`src/rtl/pat_pkg.sv`:
```
// Shared types, codes and constants of the paged address translator.
// No dependencies; every other file of the block but pat_ram refers to this package.
`timescale 1ns / 1ps
`default_nettype none

package pat_pkg;

  // Fixed field widths of the request and result channels
  localparam int unsigned LADDR_W     = 16;
  localparam int unsigned MASK_W      = 16;
  localparam int unsigned MASK_IW     = 4;
  localparam int unsigned STATUS_W    = 3;
  localparam int unsigned PHYS_ADDR_W = 10;
  localparam int unsigned VICTIM_W    = 4;
  localparam int unsigned COUNT_W     = 32;

  // Parameter defaults for the top level
  localparam int unsigned PAGE_COUNT_DEF    = 16;
  localparam int unsigned FRAME_COUNT_DEF   = 8;
  localparam int unsigned OFFSET_WIDTH_DEF  = 7;
  localparam int unsigned ADDRESS_WIDTH_DEF = 16;

  typedef enum logic [STATUS_W-1:0] {
    STAT_HIT         = 3'd0,
    STAT_FAULT_FREE  = 3'd1,
    STAT_FAULT_EVICT = 3'd2,
    STAT_RANGE       = 3'd3,
    STAT_PROTECT     = 3'd4
  } status_e;

  typedef enum logic [2:0] {
    ST_IDLE,
    ST_CHECK,
    ST_FSCAN,
    ST_VSCAN,
    ST_VFRAME,
    ST_LOAD
  } state_e;

  // Counter update request from the sequencer
  typedef struct packed {
    logic access;
    logic hit;
    logic fault;
  } cnt_evt_t;

endpackage

`default_nettype wire

```
`src/rtl/pat_if.sv`:
```
// Valid/ready channel interfaces for translation requests and results.
// Depends on pat_pkg for the field widths.
`timescale 1ns / 1ps
`default_nettype none

interface pat_req_if;
  logic                        valid;
  logic                        ready;
  logic [pat_pkg::LADDR_W-1:0] logical_address;
  logic                        is_write;

  modport source (output valid, logical_address, is_write, input ready);
  modport sink   (input valid, logical_address, is_write, output ready);
endinterface

interface pat_rsp_if;
  logic                            valid;
  logic                            ready;
  logic [pat_pkg::STATUS_W-1:0]    status;
  logic [pat_pkg::PHYS_ADDR_W-1:0] physical_address;
  logic [pat_pkg::VICTIM_W-1:0]    victim_page;
  logic                            victim_was_dirty;
  logic [pat_pkg::COUNT_W-1:0]     access_total;
  logic [pat_pkg::COUNT_W-1:0]     fault_total;
  logic [pat_pkg::COUNT_W-1:0]     hit_total;

  modport source (output valid, status, physical_address, victim_page, victim_was_dirty,
                  access_total, fault_total, hit_total, input ready);
  modport sink   (input valid, status, physical_address, victim_page, victim_was_dirty,
                  access_total, fault_total, hit_total, output ready);
endinterface

`default_nettype wire

```
`src/rtl/pat_ram.sv`:
```
// Generic single-write, single-read RAM with registered read data.
// No dependencies.
`timescale 1ns / 1ps
`default_nettype none

module pat_ram #(
  parameter int unsigned WIDTH = 8,
  parameter int unsigned DEPTH = 16
) (
  input  wire logic                     clk_i,
  input  wire logic                     we_i,
  input  wire logic [$clog2(DEPTH)-1:0] waddr_i,
  input  wire logic [WIDTH-1:0]         wdata_i,
  input  wire logic [$clog2(DEPTH)-1:0] raddr_i,
  output      logic [WIDTH-1:0]         rdata_o
);

  logic [WIDTH-1:0] mem_q [DEPTH];

  always_ff @(posedge clk_i) begin
    if (we_i) begin
      mem_q[waddr_i] <= wdata_i;
    end
    rdata_o <= mem_q[raddr_i];
  end

endmodule

`default_nettype wire

```
`src/rtl/pat_counters.sv`:
```
// Saturating access, fault and hit counters of the translator.
// Depends on pat_pkg for the counter width and the update struct.
`timescale 1ns / 1ps
`default_nettype none

module pat_counters (
  input  wire logic                        clk_i,
  input  wire logic                        rst_ni,
  input  wire pat_pkg::cnt_evt_t           evt_i,
  output      logic [pat_pkg::COUNT_W-1:0] access_o,
  output      logic [pat_pkg::COUNT_W-1:0] fault_o,
  output      logic [pat_pkg::COUNT_W-1:0] hit_o
);

  logic [pat_pkg::COUNT_W-1:0] access_q, access_d;
  logic [pat_pkg::COUNT_W-1:0] fault_q, fault_d;
  logic [pat_pkg::COUNT_W-1:0] hit_q, hit_d;

  // Hold at all ones once reached
  always_comb begin
    access_d = access_q;
    fault_d  = fault_q;
    hit_d    = hit_q;
    if (evt_i.access && (access_q != '1)) access_d = access_q + 1'b1;
    if (evt_i.fault  && (fault_q  != '1)) fault_d  = fault_q + 1'b1;
    if (evt_i.hit    && (hit_q    != '1)) hit_d    = hit_q + 1'b1;
  end

  always_ff @(posedge clk_i or negedge rst_ni) begin
    if (!rst_ni) begin
      access_q <= '0;
      fault_q  <= '0;
      hit_q    <= '0;
    end else begin
      access_q <= access_d;
      fault_q  <= fault_d;
      hit_q    <= hit_d;
    end
  end

  assign access_o = access_q;
  assign fault_o  = fault_q;
  assign hit_o    = hit_q;

endmodule

`default_nettype wire

```
`src/rtl/paged_address_translator_unit.sv`:
```
// Sequence: a hit or an error finishes in the check state; a fault first scans the frames
// upward for a free one and loads into it, and with no free frame runs the second-chance
// page sweep, reads the victim's frame and then loads; the scan unit walks one index per cycle.
// Throughput: one request at a time; the next is taken once the result register frees.
// Reset: asynchronous active low; page flags, frame map, counters and mask clear.
// The frame table RAM has no reset, and its read data is only used for present pages.
`timescale 1ns / 1ps
`default_nettype none

module paged_address_translator_unit #(
  parameter int unsigned PAGE_COUNT    = pat_pkg::PAGE_COUNT_DEF,
  parameter int unsigned FRAME_COUNT   = pat_pkg::FRAME_COUNT_DEF,
  parameter int unsigned OFFSET_WIDTH  = pat_pkg::OFFSET_WIDTH_DEF,
  parameter int unsigned ADDRESS_WIDTH = pat_pkg::ADDRESS_WIDTH_DEF
) (
  input  wire logic                       clk_i,
  input  wire logic                       rst_ni,
  pat_req_if.sink                         req_i,
  pat_rsp_if.source                       rsp_o,
  input  wire logic                       cfg_we_i,
  input  wire logic [pat_pkg::MASK_W-1:0] cfg_wdata_i
);

  // Index widths: pages, frames, and the shared scan counter that walks both
  localparam int unsigned PIW = $clog2(PAGE_COUNT);
  localparam int unsigned FIW = (FRAME_COUNT > 1) ? $clog2(FRAME_COUNT) : 1;
  localparam int unsigned SCW = (PIW > FIW) ? PIW : FIW;
  localparam int unsigned PAW = FIW + OFFSET_WIDTH;
  localparam logic [31:0] ADDR_MASK =
    (ADDRESS_WIDTH >= 32) ? 32'hFFFF_FFFF : ((32'h1 << ADDRESS_WIDTH) - 32'h1);
  localparam logic [SCW-1:0] LAST_FRAME = SCW'(FRAME_COUNT - 1);
  localparam logic [SCW-1:0] LAST_PAGE  = SCW'(PAGE_COUNT - 1);

  // ---------------------------------------------------------------------------
  // Request decode, straight from the channel so the frame RAM read can start
  // in the cycle the request is taken.
  // ---------------------------------------------------------------------------
  logic [31:0]             in_addr;
  logic [31:0]             in_page;
  logic                    in_range_err;
  logic                    in_prot_err;
  logic                    req_fire;
  logic [pat_pkg::MASK_W-1:0] ro_mask_q;

  assign in_addr      = {{(32 - pat_pkg::LADDR_W){1'b0}}, req_i.logical_address} & ADDR_MASK;
  assign in_page      = in_addr >> OFFSET_WIDTH;
  assign in_range_err = (in_page >= 32'(PAGE_COUNT));
  // Only the first sixteen pages can be protected
  assign in_prot_err  = req_i.is_write && (in_page < 32'(pat_pkg::MASK_W)) &&
                        ro_mask_q[in_page[pat_pkg::MASK_IW-1:0]];

  // Latched request
  logic [PIW-1:0]          pg_q;
  logic [OFFSET_WIDTH-1:0] off_q;
  logic                    wr_q;
  logic                    range_err_q;
  logic                    prot_err_q;
  logic [FIW-1:0]          frame_q, frame_d;

  // ---------------------------------------------------------------------------
  // Page and frame state
  // ---------------------------------------------------------------------------
  logic [PAGE_COUNT-1:0]  present_q, present_d;
  logic [PAGE_COUNT-1:0]  dirty_q, dirty_d;
  logic [PAGE_COUNT-1:0]  ref_q, ref_d;
  logic [FRAME_COUNT-1:0] fiu_q, fiu_d;

  // Frame table: one entry per page, written on load, read at one address
  logic           ram_we;
  logic [PIW-1:0] ram_raddr;
  logic [FIW-1:0] ram_rdata;

  pat_ram #(
    .WIDTH (FIW),
    .DEPTH (PAGE_COUNT)
  ) u_frame_tbl (
    .clk_i   (clk_i),
    .we_i    (ram_we),
    .waddr_i (pg_q),
    .wdata_i (frame_q),
    .raddr_i (ram_raddr),
    .rdata_o (ram_rdata)
  );

  // ---------------------------------------------------------------------------
  // Sequencer and scan unit
  // ---------------------------------------------------------------------------
  pat_pkg::state_e state_q, state_d;
  logic [SCW-1:0]  idx_q, idx_d;
  logic [PIW-1:0]  first_q, first_d;
  logic            have_first_q, have_first_d;
  logic [PIW-1:0]  victim_q, victim_d;
  logic            evict_q, evict_d;

  logic [PIW-1:0]  scan_pg;
  logic [FIW-1:0]  scan_fr;
  logic            cur_present;
  logic            cur_ref;
  logic [PIW-1:0]  fallback_pg;

  // Result staging
  logic                            fin;
  pat_pkg::status_e                res_status;
  logic [PAW-1:0]                  res_phys;
  logic [PIW-1:0]                  res_victim;
  logic                            res_vdirty;
  pat_pkg::cnt_evt_t               cnt_evt;

  logic                            out_valid_q;
  logic [pat_pkg::STATUS_W-1:0]    out_status_q;
  logic [pat_pkg::PHYS_ADDR_W-1:0] out_phys_q;
  logic [pat_pkg::VICTIM_W-1:0]    out_victim_q;
  logic                            out_vdirty_q;
  logic [pat_pkg::PHYS_ADDR_W+PAW-1:0]    phys_ext;
  logic [pat_pkg::VICTIM_W+PIW-1:0]       victim_ext;

  assign scan_pg     = idx_q[PIW-1:0];
  assign scan_fr     = idx_q[FIW-1:0];
  assign cur_present = present_q[scan_pg];
  assign cur_ref     = ref_q[scan_pg];
  // Lowest present page seen so far, including the one under the scan now
  assign fallback_pg = have_first_q ? first_q : scan_pg;

  assign req_fire = req_i.valid && req_i.ready;
  // Take a request only while idle and with the result register free or draining
  assign req_i.ready = (state_q == pat_pkg::ST_IDLE) && (!out_valid_q || rsp_o.ready);

  always_comb begin
    state_d      = state_q;
    idx_d        = idx_q;
    first_d      = first_q;
    have_first_d = have_first_q;
    victim_d     = victim_q;
    frame_d      = frame_q;
    evict_d      = evict_q;
    present_d    = present_q;
    dirty_d      = dirty_q;
    ref_d        = ref_q;
    fiu_d        = fiu_q;
    ram_we       = 1'b0;
    ram_raddr    = in_page[PIW-1:0];
    fin          = 1'b0;
    res_status   = pat_pkg::STAT_HIT;
    res_phys     = '0;
    res_victim   = '0;
    res_vdirty   = 1'b0;
    cnt_evt      = '0;

    case (state_q)
      pat_pkg::ST_IDLE: begin
        if (req_fire) state_d = pat_pkg::ST_CHECK;
      end

      pat_pkg::ST_CHECK: begin
        if (range_err_q || prot_err_q) begin
          // Error: count the access only, touch no page state
          fin            = 1'b1;
          res_status     = range_err_q ? pat_pkg::STAT_RANGE : pat_pkg::STAT_PROTECT;
          cnt_evt.access = 1'b1;
          state_d        = pat_pkg::ST_IDLE;
        end else if (present_q[pg_q]) begin
          // Hit: frame read started when the request was taken
          fin            = 1'b1;
          res_status     = pat_pkg::STAT_HIT;
          res_phys       = {ram_rdata, off_q};
          cnt_evt.access = 1'b1;
          cnt_evt.hit    = 1'b1;
          ref_d[pg_q]    = 1'b1;
          if (wr_q) dirty_d[pg_q] = 1'b1;
          state_d        = pat_pkg::ST_IDLE;
        end else begin
          idx_d   = '0;
          state_d = pat_pkg::ST_FSCAN;
        end
      end

      // Walk the frames upward for the first free one
      pat_pkg::ST_FSCAN: begin
        if (!fiu_q[scan_fr]) begin
          frame_d = scan_fr;
          evict_d = 1'b0;
          state_d = pat_pkg::ST_LOAD;
        end else if (idx_q == LAST_FRAME) begin
          idx_d        = '0;
          have_first_d = 1'b0;
          state_d      = pat_pkg::ST_VSCAN;
        end else begin
          idx_d = idx_q + 1'b1;
        end
      end

      // Second-chance sweep: drop referenced bits until an unreferenced page turns up
      pat_pkg::ST_VSCAN: begin
        if (cur_present && !cur_ref) begin
          victim_d  = scan_pg;
          ram_raddr = scan_pg;
          state_d   = pat_pkg::ST_VFRAME;
        end else begin
          if (cur_present) begin
            ref_d[scan_pg] = 1'b0;
            if (!have_first_q) begin
              first_d      = scan_pg;
              have_first_d = 1'b1;
            end
          end
          if (idx_q == LAST_PAGE) begin
            if (have_first_q || cur_present) begin
              // Every present page was referenced: take the lowest one
              victim_d  = fallback_pg;
              ram_raddr = fallback_pg;
              state_d   = pat_pkg::ST_VFRAME;
            end else begin
              // No present page at all: load into frame zero, evict nothing
              frame_d = '0;
              evict_d = 1'b0;
              state_d = pat_pkg::ST_LOAD;
            end
          end else begin
            idx_d = idx_q + 1'b1;
          end
        end
      end

      pat_pkg::ST_VFRAME: begin
        frame_d = (32'(ram_rdata) >= 32'(FRAME_COUNT)) ? '0 : ram_rdata;
        evict_d = 1'b1;
        state_d = pat_pkg::ST_LOAD;
      end

      pat_pkg::ST_LOAD: begin
        fin            = 1'b1;
        res_phys       = {frame_q, off_q};
        cnt_evt.access = 1'b1;
        cnt_evt.fault  = 1'b1;
        if (evict_q) begin
          res_status          = pat_pkg::STAT_FAULT_EVICT;
          res_victim          = victim_q;
          res_vdirty          = dirty_q[victim_q];
          present_d[victim_q] = 1'b0;
          dirty_d[victim_q]   = 1'b0;
          ref_d[victim_q]     = 1'b0;
        end else begin
          res_status = pat_pkg::STAT_FAULT_FREE;
        end
        fiu_d[frame_q] = 1'b1;
        present_d[pg_q] = 1'b1;
        dirty_d[pg_q]   = wr_q;
        ref_d[pg_q]     = 1'b1;
        ram_we          = 1'b1;
        state_d         = pat_pkg::ST_IDLE;
      end

      default: begin
        state_d = pat_pkg::ST_IDLE;
      end
    endcase
  end

  always_ff @(posedge clk_i or negedge rst_ni) begin
    if (!rst_ni) begin
      state_q      <= pat_pkg::ST_IDLE;
      idx_q        <= '0;
      have_first_q <= 1'b0;
      evict_q      <= 1'b0;
      present_q    <= '0;
      dirty_q      <= '0;
      ref_q        <= '0;
      fiu_q        <= '0;
      ro_mask_q    <= '0;
      out_valid_q  <= 1'b0;
    end else begin
      state_q      <= state_d;
      idx_q        <= idx_d;
      have_first_q <= have_first_d;
      evict_q      <= evict_d;
      present_q    <= present_d;
      dirty_q      <= dirty_d;
      ref_q        <= ref_d;
      fiu_q        <= fiu_d;
      if (cfg_we_i) ro_mask_q <= cfg_wdata_i;
      // Raise on a finished request, drop once the result is taken
      if (fin) begin
        out_valid_q <= 1'b1;
      end else if (rsp_o.ready) begin
        out_valid_q <= 1'b0;
      end
    end
  end

  // Payload registers, no reset needed
  assign phys_ext   = {{pat_pkg::PHYS_ADDR_W{1'b0}}, res_phys};
  assign victim_ext = {{pat_pkg::VICTIM_W{1'b0}}, res_victim};

  always_ff @(posedge clk_i) begin
    first_q  <= first_d;
    victim_q <= victim_d;
    frame_q  <= frame_d;
    if (req_fire) begin
      pg_q        <= in_page[PIW-1:0];
      off_q       <= in_addr[OFFSET_WIDTH-1:0];
      wr_q        <= req_i.is_write;
      range_err_q <= in_range_err;
      prot_err_q  <= in_prot_err;
    end
    if (fin) begin
      out_status_q <= res_status;
      out_phys_q   <= phys_ext[pat_pkg::PHYS_ADDR_W-1:0];
      out_victim_q <= victim_ext[pat_pkg::VICTIM_W-1:0];
      out_vdirty_q <= res_vdirty;
    end
  end

  // Counters step on the same edge that loads the result register and stay put
  // while the result waits, so the result shows them directly.
  pat_counters u_counters (
    .clk_i    (clk_i),
    .rst_ni   (rst_ni),
    .evt_i    (cnt_evt),
    .access_o (rsp_o.access_total),
    .fault_o  (rsp_o.fault_total),
    .hit_o    (rsp_o.hit_total)
  );

  assign rsp_o.valid            = out_valid_q;
  assign rsp_o.status           = out_status_q;
  assign rsp_o.physical_address = out_phys_q;
  assign rsp_o.victim_page      = out_victim_q;
  assign rsp_o.victim_was_dirty = out_vdirty_q;

endmodule

`default_nettype wire

```
`src/flat_wrapper.sv`:
```
// flat-port wrapper written by rule: the top's interface ports become plain ports
module paged_address_translator_unit_flat 
#(
  parameter int unsigned PAGE_COUNT    = pat_pkg::PAGE_COUNT_DEF,
  parameter int unsigned FRAME_COUNT   = pat_pkg::FRAME_COUNT_DEF,
  parameter int unsigned OFFSET_WIDTH  = pat_pkg::OFFSET_WIDTH_DEF,
  parameter int unsigned ADDRESS_WIDTH = pat_pkg::ADDRESS_WIDTH_DEF
)
  (clk_i, rst_ni, cfg_we_i, cfg_wdata_i, req_i_valid, req_i_logical_address, req_i_is_write, req_i_ready, rsp_o_valid, rsp_o_status, rsp_o_physical_address, rsp_o_victim_page, rsp_o_victim_was_dirty, rsp_o_access_total, rsp_o_fault_total, rsp_o_hit_total, rsp_o_ready);
  pat_req_if req_i_i ();
  pat_rsp_if rsp_o_i ();
  input  wire logic clk_i;
  input  wire logic rst_ni;
  input  wire logic cfg_we_i;
  input  wire logic [pat_pkg::MASK_W-1:0] cfg_wdata_i;
  input wire logic [$bits(req_i_i.valid)-1:0] req_i_valid;
  input wire logic [$bits(req_i_i.logical_address)-1:0] req_i_logical_address;
  input wire logic [$bits(req_i_i.is_write)-1:0] req_i_is_write;
  output wire logic [$bits(req_i_i.ready)-1:0] req_i_ready;
  output wire logic [$bits(rsp_o_i.valid)-1:0] rsp_o_valid;
  output wire logic [$bits(rsp_o_i.status)-1:0] rsp_o_status;
  output wire logic [$bits(rsp_o_i.physical_address)-1:0] rsp_o_physical_address;
  output wire logic [$bits(rsp_o_i.victim_page)-1:0] rsp_o_victim_page;
  output wire logic [$bits(rsp_o_i.victim_was_dirty)-1:0] rsp_o_victim_was_dirty;
  output wire logic [$bits(rsp_o_i.access_total)-1:0] rsp_o_access_total;
  output wire logic [$bits(rsp_o_i.fault_total)-1:0] rsp_o_fault_total;
  output wire logic [$bits(rsp_o_i.hit_total)-1:0] rsp_o_hit_total;
  input wire logic [$bits(rsp_o_i.ready)-1:0] rsp_o_ready;
  assign req_i_i.valid = req_i_valid;
  assign req_i_i.logical_address = req_i_logical_address;
  assign req_i_i.is_write = req_i_is_write;
  assign req_i_ready = req_i_i.ready;
  assign rsp_o_valid = rsp_o_i.valid;
  assign rsp_o_status = rsp_o_i.status;
  assign rsp_o_physical_address = rsp_o_i.physical_address;
  assign rsp_o_victim_page = rsp_o_i.victim_page;
  assign rsp_o_victim_was_dirty = rsp_o_i.victim_was_dirty;
  assign rsp_o_access_total = rsp_o_i.access_total;
  assign rsp_o_fault_total = rsp_o_i.fault_total;
  assign rsp_o_hit_total = rsp_o_i.hit_total;
  assign rsp_o_i.ready = rsp_o_ready;
  paged_address_translator_unit #(.PAGE_COUNT(PAGE_COUNT), .FRAME_COUNT(FRAME_COUNT), .OFFSET_WIDTH(OFFSET_WIDTH), .ADDRESS_WIDTH(ADDRESS_WIDTH)) u_core (.clk_i(clk_i), .rst_ni(rst_ni), .req_i(req_i_i), .rsp_o(rsp_o_i), .cfg_we_i(cfg_we_i), .cfg_wdata_i(cfg_wdata_i));
endmodule
```
`config.mk`:
```
export PLATFORM = sky130hd
export DESIGN_NAME = paged_address_translator_unit_flat
export DESIGN_NICKNAME = d
export VERILOG_FILES = /design/src/rtl/pat_pkg.sv /design/src/rtl/pat_if.sv /design/src/rtl/pat_ram.sv /design/src/rtl/pat_counters.sv /design/src/rtl/paged_address_translator_unit.sv /design/src/flat_wrapper.sv
export SDC_FILE = /design/constraint.sdc
export NUM_CORES = 1
export LEC_CHECK = 0
export BUFFER_PORTS_ARGS = -buffer_cell sky130_fd_sc_hd__buf_2
export CAP_MARGIN = 30
export CORE_MARGIN = 3
export CORE_UTILIZATION = 50
export CTS_BUF_LIST = sky130_fd_sc_hd__clkbuf_2 sky130_fd_sc_hd__clkbuf_4 sky130_fd_sc_hd__clkbuf_8
export CTS_CLUSTER_DIAMETER = 30
export CTS_CLUSTER_SIZE = 8
export DETAILED_ROUTE_END_ITERATION = 16
export HOLD_SLACK_MARGIN = 0.05
export PLACE_DENSITY = 0.7
export SKIP_LAST_GASP = 1
export SYNTH_ARGS = -nofsm -noshare
export SYNTH_HDL_FRONTEND = slang
export SYNTH_HIERARCHICAL = 1
export SYNTH_SLANG_ARGS = --single-unit
export TNS_END_PERCENT = 100
```
`constraint.sdc`:
```
create_clock -name clk_i -period 5.5 [get_ports clk_i]
set_input_delay 0.55 -clock clk_i [delete_from_list [all_inputs] [get_ports clk_i]]
set_output_delay 0.55 -clock clk_i [all_outputs]
set_load 0.05 [all_outputs]
```
# Yosys cells after proc, flatten, opt, wreduce, memory -nomap -nowiden
# Memories as Yosys holds them, arrays and structs flattened. A register that Yosys moved wholly into a read port is not among the register bits.
# Cells that the tools add are included.
[totals]
wordCells = 209
inputBits = 38
ramBits = 48
regBits = 221
n_memories = 1
latch_bits = 0
rom_bits = 0
[mem_list]
columns = ["memory", "depth", "word_bits", "rd", "rd_clocked_by_memory_dff", "write_ports", "line", "rtl"]
rows = [
  ["u_core.u_frame_tbl.mem_q", 16, 3, 1, 1, 1, "pat_ram.sv:18", "logic [WIDTH-1:0] mem_q [DEPTH];"],
]
[op_classes]
bitwise = 12
n_eq_ne = 25
mul = 0
n_mux = 95
n_div = 0
reduce_logical = 35
order_cmp = 12
n_addsub = 4
shifts = 0
[op_table]
columns = ["op", "n"]
rows = [
  ["$mux 16", 13],
  ["$add 32x1->32 const B", 3],
  ["$ne 32x32->1 const B", 3],
  ["$and 16x16->16", 4],
  ["$or 16x16->16", 4],
  ["$mux 4", 14],
  ["$pmux 16 s3", 1],
  ["$mux 3", 11],
  ["$not 16->16", 2],
  ["$pmux 16 s2", 1],
  ["$mux 1", 29],
  ["$bmux 1 s4", 5],
  ["$lt 4x5->1 const B", 4],
  ["$mux 10", 2],
  ["$pmux 10 s2", 1],
  ["$bwmux 16", 1],
  ["$pmux 3 s5", 1],
  ["$reduce_and 5->1", 3],
  ["$ne 2x1->1 const B", 7],
  ["$demux 1 s4", 3],
  ["$ge 4x1->1 const B", 3],
  ["$logic_and 1x1->1", 12],
  ["$ne 2x2->1 const B", 6],
  ["$pmux 4 s3", 1],
  ["30 further kinds", 49],
]

# Depth between registers and ports, before layout
# Gate-level depths: netlist of run 1.
[logic_depth]
word_depth = 10
depth_mapped = 12

# By module
# The synthesis of run 1 kept the hierarchy.
[modules_own_cells]
columns = ["module", "area_each_um2", "seq_area_each_um2", "cells_each", "n_inst"]
rows = [
  ["paged_address_translator_unit", 6371.1, 3343.2, 548, 1],
  ["pat_counters", 4570.6, 2402.3, 432, 1],
  ["pat_ram", 2011.9, 1501.4, 103, 1],
]

# Worst setup path after synthesis of run 1
# No wires, ideal clock.
[synth_timing]
kind = "register to register"
startpoint = "reg u_core.pg_q[1]"
endpoint = "reg u_core.u_counters.access_q, in the netlist u_core/u_counters/access_o[21]"
n_path_buf = 0
setup_time_ns = 0.082
stages_incl_launch_ff = 11
t_arrival_ns = 3.803
slack_ns = 1.615
t_required_ns = 5.418
path_cell_list = "edfxtp_1 mux4_2 nand2b_1 a31oi_1 or2_2 a21oi_1 nand2_1 nor3_1 o311ai_1 nor3_1 xor2_1"
[synth_rtl]
columns = ["element", "line", "rtl"]
rows = [
  ["start, declared", "paged_address_translator_unit.sv:53", "logic [PIW-1:0] pg_q;"],
  ["start signal, assigned", "paged_address_translator_unit.sv:299", "pg_q <= in_page[PIW-1:0];"],
  ["end signal, assigned", "pat_counters.sv:35", "access_q <= access_d;"],
  ["end, declared", "pat_counters.sv:15", "logic [pat_pkg::COUNT_W-1:0] access_q, access_d;"],
]

# Final worst setup path of run 1
[layout_timing]
startpoint = "reg u_core.idx_q[0]"
endpoint = "reg u_core.u_frame_tbl.rdata_o[2], read port of u_core.u_frame_tbl.mem_q"
[layout_via]
elab_chain_cells = 7
[layout_lines]
columns = ["element", "line", "rtl"]
rows = [
  ["start, declared", "paged_address_translator_unit.sv:89", "logic [SCW-1:0] idx_q, idx_d;"],
  ["start signal, assigned", "paged_address_translator_unit.sv:273", "idx_q <= idx_d;"],
  ["$bmux 1 s4", "paged_address_translator_unit.sv:119", "assign cur_present = present_q[scan_pg];"],
  ["$mux 1 (implied by the code)", "paged_address_translator_unit.sv:119", ""],
  ["$logic_or 1x1->1", "paged_address_translator_unit.sv:207", "if (have_first_q || cur_present) begin"],
  ["$mux 4", "paged_address_translator_unit.sv:207", ""],
  ["$mux 4", "paged_address_translator_unit.sv:206", "if (idx_q == LAST_PAGE) begin"],
  ["$mux 4 (*)", "paged_address_translator_unit.sv:194", "if (cur_present && !cur_ref) begin"],
  ["$mux 4 (*)", "paged_address_translator_unit.sv:149", "case (state_q)"],
  ["named net u_core.ram_raddr[0]", "paged_address_translator_unit.sv:70", "logic [PIW-1:0] ram_raddr;"],
  ["end, declared", "pat_ram.sv:15", "output logic [WIDTH-1:0] rdata_o"],
]
# The timed path passes the listed nets; every way through them passes the cells marked *. The select of a mux whose other input is x is not followed.
# A chain may end at the register's enable or synchronous reset.

==> results.json, run 1 <==
{
  "status": "finished, final reports clean",
  "rsz0062_at_grt": "false",
  "grt.total_usage": 0.220,
  "power_mw": 6.09,
  "portBuffers": 153,
  "ys_top_cells_by_count": "dfrtp_1, nand2_1, edfxtp_1",
  "synth_edf_count": 91,
  "clk_latency_ns": 0.61,
  "cts_buffers": 58,
  "r2r_cells": 8,
  "synth_area_leaders": "dfrtp_1, edfxtp_1, mux4_2",
  "cts_num_sinks": 272,
  "synth_cell_type_count": 74,
  "routed-via-count": 9685,
  "whs_endpoint": "u_core/wr_q",
  "path_class": "register to register",
  "finalHoldViolCount": 0,
  "fmax_ghz": 0.224,
  "multi_input_area_sq_um": 5470,
  "cp.arrival_ns": 4.94,
  "htreeDepth": 2,
  "netlist_instances": 1083,
  "dp_cells": 1538,
  "slew_viol_final": 0,
  "clk_pin_slew_ns": 0.06,
  "startpoint_type": "register",
  "cp_top_family": "compound AO/OA/AOI/OAI gates",
  "async_flop_share": 0.654,
  "ios": 154,
  "final_antenna_net_count": 0,
  "post_drt_wl_per_cell_um": 19.0,
  "fin_ws_ns": 1.03,
  "finClkSkew_ns": 0.0477,
  "dieWidth_um": 167,
  "slowest_delay_ns": 0.97,
  "max-clock-path-buffers": 3,
  "layout.cells.non_filler": 1649,
  "grt_pass1_wl_um": 50400,
  "fin_crit_ns": 4.47,
  "wirelength_um": 31400,
  "synth_compound_area_frac": 0.0846,
  "cp_slowest_cell": "dfrtp_1",
  "via_per_inst": 5.87,
  "dr.pass1.iters": 5,
  "cap_viol_max_count": 0,
  "holdPathStages": 1,
  "synthesis.area_sq_um": 13000,
  "min_from": "req_i_is_write",
  "fillers": 2062,
  "rows": 58,
  "place_congestion": 0.892,
  "post-route-util": 0.606,
  "regArea_sq_um": 7250,
  "cp-end-kind": "register",
  "p_leak_nw": 6.56,
  "hold_class": "input port to register",
  "tightest_slew_ns": 0.998,
  "final.period_utilization": 0.813,
  "required_ns": 5.97,
  "path_cells": "mux4_2, o22ai_2, o31ai_1, a21oi_1, o221a_1, mux4_1, a22oi_1, nand3_1",
  "synth_fa_ha_area_frac": 0.00676,
  "yosys.area_share.simple": 0.180,
  "dr.first_iter.drc_count": 714,
  "dp_slack_ns": 1.04,
  "relSlewSlack": 0.324,
  "fin_nets": 1314,
  "cellPowerDensity_nw_per_um2": 397,
  "diodes": 0,
  "drc": 0,
  "fin_setup_tns_ns": 0,
  "antenna_found_initial": 0,
  "setup_viol": 0,
  "die_height_um": 167,
  "postCtsSetupBuffers": 0,
  "overflow": 0,
  "crit_fanout": 18,
  "drive_gt1_frac": 0.263,
  "post_cts_resized": 0,
  "place_hpwl_um": 21400,
  "grt_pass1_vias": 9424,
  "timing.rr.end": "u_core/u_frame_tbl/rdata_o[2]",
  "grt_max_degree": 74,
  "yosys.area.top_type": "dfrtp_1",
  "dieArea_sq_um": 27900,
  "synth_most_common_cell": "dfrtp_1",
  "initial_core_util": 0.511,
  "syn-mean-instance-area_sq_um": 12.0,
  "synth_top_family_by_area": "simple AND/OR/NAND/NOR gates",
  "yosys.area.top_type_share": 0.344,
  "syn2layout_area_growth_pct": 18.5,
  "synthXorXnorAreaFrac": 0.0581,
  "synth_seq_cells": 272,
  "yosys-mux-area-fraction": 0.0921,
  "yosys_warnings": 6,
  "synth_nets": 1128,
  "ir_worst_vdd_mv": 0.392,
  "clockRootBuffer": "clkbuf_8",
  "cts-hold-fix-buffers": 1,
  "core_area_sq_um": 25300,
  "ys_seq_area_frac": 0.559,
  "cts_tree": "done",
  "r2r_slack_ns": 1.03,
  "r2r-start": "u_core/idx_q[0]",
  "ys.flop_type": "dfrtp_1",
  "crit_buf_inv": 0
}
cell families after synthesis:
logic type / Yosys count
buffers and inverters: 55
DFF: 272
and+or+nand+nor: 454
muxes: 69
AOI/OAI and AO/OA: 140
adders and majority gates: 7
xor gates and xnor gates: 86
worst max-delay path by stage:
stage                                           endpoint       startpoint  cells past startpoint
after floorplan           u_core/u_counters/access_o[21]   u_core/pg_q[1]                     10
after global placement     u_core/u_frame_tbl/rdata_o[2]  u_core/idx_q[0]                      8
after detailed placement   u_core/u_frame_tbl/rdata_o[0]  u_core/idx_q[0]                      8
after CTS                  u_core/u_frame_tbl/rdata_o[0]  u_core/idx_q[0]                      8
after global routing       u_core/u_frame_tbl/rdata_o[0]  u_core/idx_q[0]                      8
final                      u_core/u_frame_tbl/rdata_o[2]  u_core/idx_q[0]                      8
metrics by stage:
step | hold WS [ns] | cell area [sq um]
2_1_floorplan | 0.254 | 13000
3_3_place_gp | 0.443 | 14000
3_5_place_dp | 0.449 | 14000
4_1_cts | 0.116 | 15400
5_1_grt | 0.122 | 15400
6_report | 0.144 | 15400
power by group:
| part | leakage [nW] | internal, mW | switching [mW] | total, mW |
|---|---|---|---|---|
| combinational | 2.65 | 0.391 | 0.705 | 1.10 |
| clock | 0.662 | 1.42 | 0.945 | 2.37 |
| sequential | 3.24 | 2.36 | 0.264 | 2.63 |
| total | 6.56 | 4.18 | 1.91 | 6.09 |
layout make-up:
| class | count | area share |
|---|---|---|
| inverters | 19 | 0.00464 |
| clock inverters | 38 | 0.0249 |
| multi-input cells | 756 | 0.356 |
| clock buffers | 72 | 0.0609 |
| well taps | 330 | 0.0269 |
| repair buffers | 162 | 0.0548 |
| flip-flops and latches | 272 | 0.472 |
metal layers:
layer  GRT usage  up-vias  routed length (um)
met5           0        -                   0
met4      0.0581        0                 476
met3      0.0508       47                2740
met2       0.331      405               13900
met1       0.324     4790               14300
li1            -     4443                   -
state kept, by name, summed over array words and instances (netlist names), 3 cells and up:
| signal | cells |
|---|---|
| u_core/off_q | 7 |
| u_core/pg_q | 4 |
| u_core/idx_q | 4 |
| u_core/state_q | 3 |
| u_core/rsp_o.status | 3 |
| u_core/u_counters/hit_o | 32 |
| u_core/rsp_o.physical_address | 10 |
| u_core/u_counters/access_o | 32 |
| u_core/u_counters/fault_o | 32 |
| u_core/ref_q | 16 |
| u_core/u_frame_tbl/mem_q | 48 |
| u_core/fiu_q | 8 |
| u_core/u_frame_tbl/rdata_o | 3 |
| u_core/present_q | 16 |
| u_core/dirty_q | 16 |
| u_core/rsp_o.victim_page | 4 |
| u_core/first_q | 4 |
| u_core/victim_q | 4 |
| u_core/frame_q | 3 |
| u_core/ro_mask_q | 16 |
cell usage in the layout, fill, tap and decap left out, drive strengths merged, types with 21 or more instances in the layout:
cell / synthesis / final
nor3: 34 / 34
and3: 35 / 35
clkbuf: 22 / 72
nand4: 26 / 26
mux2: 28 / 28
edfxtp: 91 / 91
o21ai: 21 / 21
nand3: 64 / 64
nand2: 129 / 129
buf: 14 / 161
xnor2: 57 / 57
xor2: 29 / 29
dfrtp: 178 / 178
clkinv: 0 / 22
nor2: 72 / 72
mux4: 35 / 35
Note: power is estimated with default switching activity, not from simulation.
==> run 2: changes to the inputs <==
--- a/config.mk
+++ b/config.mk
@@ -14,7 +14,7 @@
 export CTS_CLUSTER_SIZE = 8
 export DETAILED_ROUTE_END_ITERATION = 16
 export HOLD_SLACK_MARGIN = 0.05
-export PLACE_DENSITY = 0.7
+export PLACE_DENSITY = 0.73
 export SKIP_LAST_GASP = 1
 export SYNTH_ARGS = -nofsm -noshare
 export SYNTH_HDL_FRONTEND = slang
==> constraint.sdc (replaced) <==
create_clock -name clk_i -period 3.7 [get_ports clk_i]
set_input_delay 0.37 -clock clk_i [delete_from_list [all_inputs] [get_ports clk_i]]
set_output_delay 0.37 -clock clk_i [all_outputs]
set_load 0.05 [all_outputs]
==> results.json, run 2 (synthesis results as in run 1) <==
{
  "dieArea_sq_um": 27900,
  "final.period_utilization": 0.929,
  "cellPowerDensity_nw_per_um2": 587,
  "p_leak_nw": 6.80,
  "path_class": "register to register",
  "top_register": "u_core/u_frame_tbl/mem_q",
  "overflow": 0,
  "tightest_slew_ns": 0.891,
  "fmax_ghz": 0.291,
  "grt.total_usage": 0.229,
  "cts_tree": "done",
  "grt_pass1_vias": 9847,
  "switching_share": 0.305,
  "relSlewSlack": 0.396,
  "routed-via-count": 9890,
  "final_antenna_net_count": 0,
  "rsz0062_at_grt": "false",
  "slowest_delay_ns": 0.56,
  "ios": 154,
  "clk_pin_slew_ns": 0.06,
  "clk_latency_ns": 0.57,
  "final_cell_mix": "dfrtp_1, buf_2, nand2_1",
  "combinationalPowerShare": 0.192,
  "largest_reg_flops": 48,
  "intPower_mw": 6.46,
  "core_area_sq_um": 25300,
  "cp-end-kind": "register",
  "diodes": 0,
  "post-route-util": 0.625,
  "place_congestion": 0.988,
  "clockRootBuffer": "clkbuf_8",
  "p_clk_frac": 0.396,
  "cp.arrival_ns": 3.88,
  "p_seq_frac": 0.413,
  "ir_worst_vdd_mv": 0.469,
  "rows": 58,
  "dieWidth_um": 167,
  "dr.first_iter.drc_count": 946,
  "hold_class": "input port to register",
  "path_cells": "mux4_2, mux2_2, nor2_1, or2_2, nor3_1, buf_4, nand4_1, or4_1, a2111oi_2, nand3_1, xnor2_1",
  "finClkSkew_ns": 0.0218,
  "cts_num_sinks": 272,
  "p_sw_mw": 2.83,
  "final_common_cell": "dfrtp_1",
  "startpoint_type": "register",
  "required_ns": 4.15,
  "via_per_inst": 5.86,
  "setup_viol": 0,
  "cp_top_family": "simple AND/OR/NAND/NOR gates",
  "die_height_um": 167,
  "antenna_found_initial": 0,
  "drive_gt1_frac": 0.272,
  "syn2layout_area_growth_pct": 22.1,
  "cap_viol_max_count": 0,
  "status": "finished, final reports clean",
  "cp_slowest_cell": "edfxtp_1",
  "drc": 0,
  "place_hpwl_um": 22000,
  "crit_buf_inv": 1,
  "portBuffers": 153,
  "wirelength_um": 32200,
  "crit_fanout": 10,
  "cts_buffers": 57,
  "fin_nets": 1356,
  "initial_core_util": 0.511,
  "slew_viol_final": 0,
  "grt_pass1_wl_um": 52300,
  "finalHoldViolCount": 0,
  "grt_max_degree": 86,
  "whs_ns": 0.0893,
  "max-clock-path-buffers": 3,
  "dr.pass1.iters": 6,
  "post_drt_wl_per_cell_um": 19.0,
  "htreeDepth": 2,
  "fin_crit_ns": 3.44
}
-- run 2: layer usage --
metal,global-route usage,up-vias,share of wire
met4,0.0692,0,0.023
met2,0.358,462,0.46
met5,0,-,0
met3,0.0546,73,0.084
met1,0.323,4833,0.43
li1,-,4522,-
-- run 2: repair_timing --
item | 4_1_cts | 5_1_grt
setup buffers | 0 | 0
endpoints found under the setup margin | 1 | 1
endpoints found under the hold margin | 107 | 0
cloned | 0 | 0
hold buffers | 25 | 0
gates resized for setup | 1 | 1
-- run 2: worst register-to-register path: cells and delay by family (launching register included) --
kind,cells,cell delay [ns]
AOI/OAI and AO/OA,1,0.44
and+or+nand+nor,6,1.43
muxes,2,0.56
buffers and inverters,1,0.18
DFF,1,0.56
xor gates and xnor gates,1,0.15
-- run 2: stage by stage --
stage / instances / cell area, sq um / setup TNS (ns) / setup WS, ns / power, mW
finish: 1689 / 15800 / 0 / 0.264 / 9.29
global route: 1689 / 15800 / 0 / 0.0937 / 9.69
CTS: 1689 / 15800 / 0 / 0.187 / 9.35
detailed placement: 1557 / 14200 / -0.00704 / -0.00704 / 5.61
global placement: 1557 / 14200 / 0 / 0.102 / 5.57
floorplan: 1083 / 13000 / 0 / 0.229 / 5.06
-- run 2: worst paths after layout --
kind / from / to / slack, ns / cells after the start
max: u_core/pg_q[3] / u_core/u_counters/hit_o[25] / 0.26 / 11
min: req_i_logical_address[10] / u_core/pg_q[3] / 0.09 / 1
max reg2reg: u_core/pg_q[3] / u_core/u_counters/hit_o[25] / 0.26 / 11
min reg2reg: u_core/fiu_q[0] / u_core/fiu_q[0] / 0.46 / 1
max in group asynchronous: rst_ni / u_core/u_counters/fault_o[29] / 2.46 / 3
min in group asynchronous: rst_ni / u_core/u_counters/hit_o[12] / 0.42 / 2
-- run 2: power by group through the flow --
| stage | Sequential, mW | Combinational [mW] | Clock, mW |
|---|---|---|---|
| final | 3.83 | 1.78 | 3.68 |
| after global routing | 3.87 | 1.90 | 3.92 |
| after CTS | 3.83 | 1.77 | 3.75 |
| after detailed placement | 3.88 | 1.74 | 0 |
| after global placement | 3.86 | 1.71 | 0 |
| after floorplan | 4.12 | 0.942 | 0 |
-- run 2: final cells by class --
class                           count  area [sq um]
Fill cell                        1931          9510
Sequential cell                   272          7250
Multi-Input combinational cell    756          5470
Timing Repair Buffer              205          1250
Clock buffer                       76           977
Tap cell                          330           413
Clock inverter                     31           395
Inverter                           19          71.3
==> run 3: changes to the inputs <==
--- a/config.mk
+++ b/config.mk
@@ -15,6 +15,7 @@
 export DETAILED_ROUTE_END_ITERATION = 16
 export HOLD_SLACK_MARGIN = 0.05
 export PLACE_DENSITY = 0.73
+export SETUP_SLACK_MARGIN = 0.3
 export SKIP_LAST_GASP = 1
 export SYNTH_ARGS = -nofsm -noshare
 export SYNTH_HDL_FRONTEND = slang
==> results.json, run 3 (synthesis results as in run 1) <==
{
  "final_cell_mix": "dfrtp_1, buf_2, nand2_1",
  "slowest_delay_ns": 0.52,
  "p_leak_nw": 6.85,
  "setup_viol": 0,
  "rows": 58,
  "overflow": 0,
  "routed-via-count": 9988,
  "final_antenna_net_count": 0,
  "wl_met2_um": 14900,
  "cap_viol_max_count": 0,
  "antenna_found_initial": 1,
  "wirelength_um": 33000,
  "ios": 154,
  "dieArea_sq_um": 27900,
  "cts_buffers": 54,
  "grt.total_usage": 0.233,
  "rsz0062_at_grt": "false",
  "relSlewSlack": 0.348,
  "clockRootBuffer": "clkbuf_8",
  "dr.pass1.iters": 5,
  "cp_slowest_cell": "mux4_2",
  "regArea_sq_um": 7250,
  "required_ns": 4.15,
  "fmax_ghz": 0.312,
  "htreeDepth": 2,
  "place_congestion": 0.980,
  "max-clock-path-buffers": 3,
  "grt_max_degree": 88,
  "drive_gt1_frac": 0.280,
  "fin_ws_ns": 0.490,
  "dp_slack_ns": -0.00431,
  "largest_reg_flops": 48,
  "fin_nets": 1369,
  "finClkSkew_ns": 0.0268,
  "drt-met1-wl_um": 14100,
  "whs_ns": 0.0922,
  "cp-end-kind": "register",
  "cts_num_sinks": 272,
  "grt_pass1_wl_um": 53200,
  "via_per_inst": 5.88,
  "cts_tree": "done",
  "hold_class": "input port to register",
  "place_hpwl_um": 22900,
  "post_drt_wl_per_cell_um": 19.4,
  "final_area_sq_um": 15900,
  "multi_input_area_sq_um": 5510,
  "diodes": 0,
  "clk_latency_ns": 0.57,
  "path_class": "register to register",
  "ir_worst_vdd_mv": 0.441,
  "cp_top_family": "multiplexers",
  "final.period_utilization": 0.868,
  "status": "finished, final reports clean",
  "final_common_cell": "dfrtp_1",
  "crit_fanout": 12,
  "tightest_slew_ns": 0.963,
  "place_area_sq_um": 14300,
  "path_cells": "mux4_2, a22o_1, or2_1, or3_4, o221a_4, mux4_1, a22oi_1, nand3_1",
  "route.met3.wl_um": 3080,
  "top_layer": "met5",
  "clk_pin_slew_ns": 0.06,
  "grt_pass1_vias": 10100,
  "slew_viol_final": 0,
  "dieWidth_um": 167,
  "core_area_sq_um": 25300,
  "fin_crit_ns": 3.21,
  "post-route-util": 0.628,
  "top_register": "u_core/u_frame_tbl/mem_q",
  "startpoint_type": "register",
  "fillers": 1971,
  "cellPowerDensity_nw_per_um2": 581,
  "initial_core_util": 0.511,
  "drc": 0,
  "die_height_um": 167,
  "dr.first_iter.drc_count": 1005,
  "finalHoldViolCount": 0,
  "portBuffers": 153,
  "syn2layout_area_growth_pct": 22.8,
  "cp.arrival_ns": 3.66,
  "crit_buf_inv": 0
}
[run 3: final cells by class]
type | instances | share of cell area
clock buffer | 77 | 0.0615
clock inverter | 24 | 0.0203
inverter | 19 | 0.00449
multi-input combinational | 756 | 0.347
sequential | 272 | 0.456
tap | 330 | 0.0260
timing repair buffer | 221 | 0.0854
[run 3: what timing repair did]
item,in CTS,in global routing
setup buffers,2,5
gates resized for setup,3,4
pin swaps,0,1
endpoints found under the setup margin,4,5
hold buffers,25,0
endpoints found under the hold margin,107,0
[run 3: worst register-to-register path, cell delays in order (launching register included)]
cell,delay [ns]
dfrtp_2,0.50
mux4_2,0.53
a22o_1,0.24
or2_1,0.27
or3_4,0.41
o221a_4,0.34
mux4_1,0.50
a22oi_1,0.22
nand3_1,0.09
[run 3: per-layer routing]
layer | vias up | track usage
li1 | 4528 | -
met1 | 4859 | 0.324
met2 | 515 | 0.360
met3 | 84 | 0.0643
met4 | 2 | 0.0721
met5 | - | 0
[run 3: path summary, 6_finish.rpt]
path | startpoint | end | slack (ns) | cells after the start
max in group asynchronous | rst_ni | u_core/idx_q[0] | 2.40 | 3
setup / recovery | u_core/idx_q[0] | u_core/u_frame_tbl/rdata_o[2] | 0.49 | 8
setup reg to reg | u_core/idx_q[0] | u_core/u_frame_tbl/rdata_o[2] | 0.49 | 8
hold / removal | req_i_logical_address[15] | u_core/range_err_q | 0.09 | 3
hold reg to reg | u_core/fiu_q[0] | u_core/fiu_q[0] | 0.46 | 1
min in group asynchronous | rst_ni | u_core/u_counters/hit_o[9] | 0.41 | 2
[run 3: report_power, final]
group	leakage, nW	internal, mW	switching [mW]
clock network	0.661	2.21	1.33
logic	2.94	0.682	1.18
registers	3.24	3.51	0.320
[run 3: metrics by stage]
| stage | std cells | total power, mW | setup TNS (ns) |
|---|---|---|---|
| floorplan | 1083 | 5.07 | 0 |
| global placement | 1566 | 5.62 | 0 |
| detailed placement | 1566 | 5.67 | -0.00431 |
| CTS | 1694 | 9.27 | 0 |
| global route | 1699 | 9.62 | 0 |
| finish | 1699 | 9.24 | 0 |
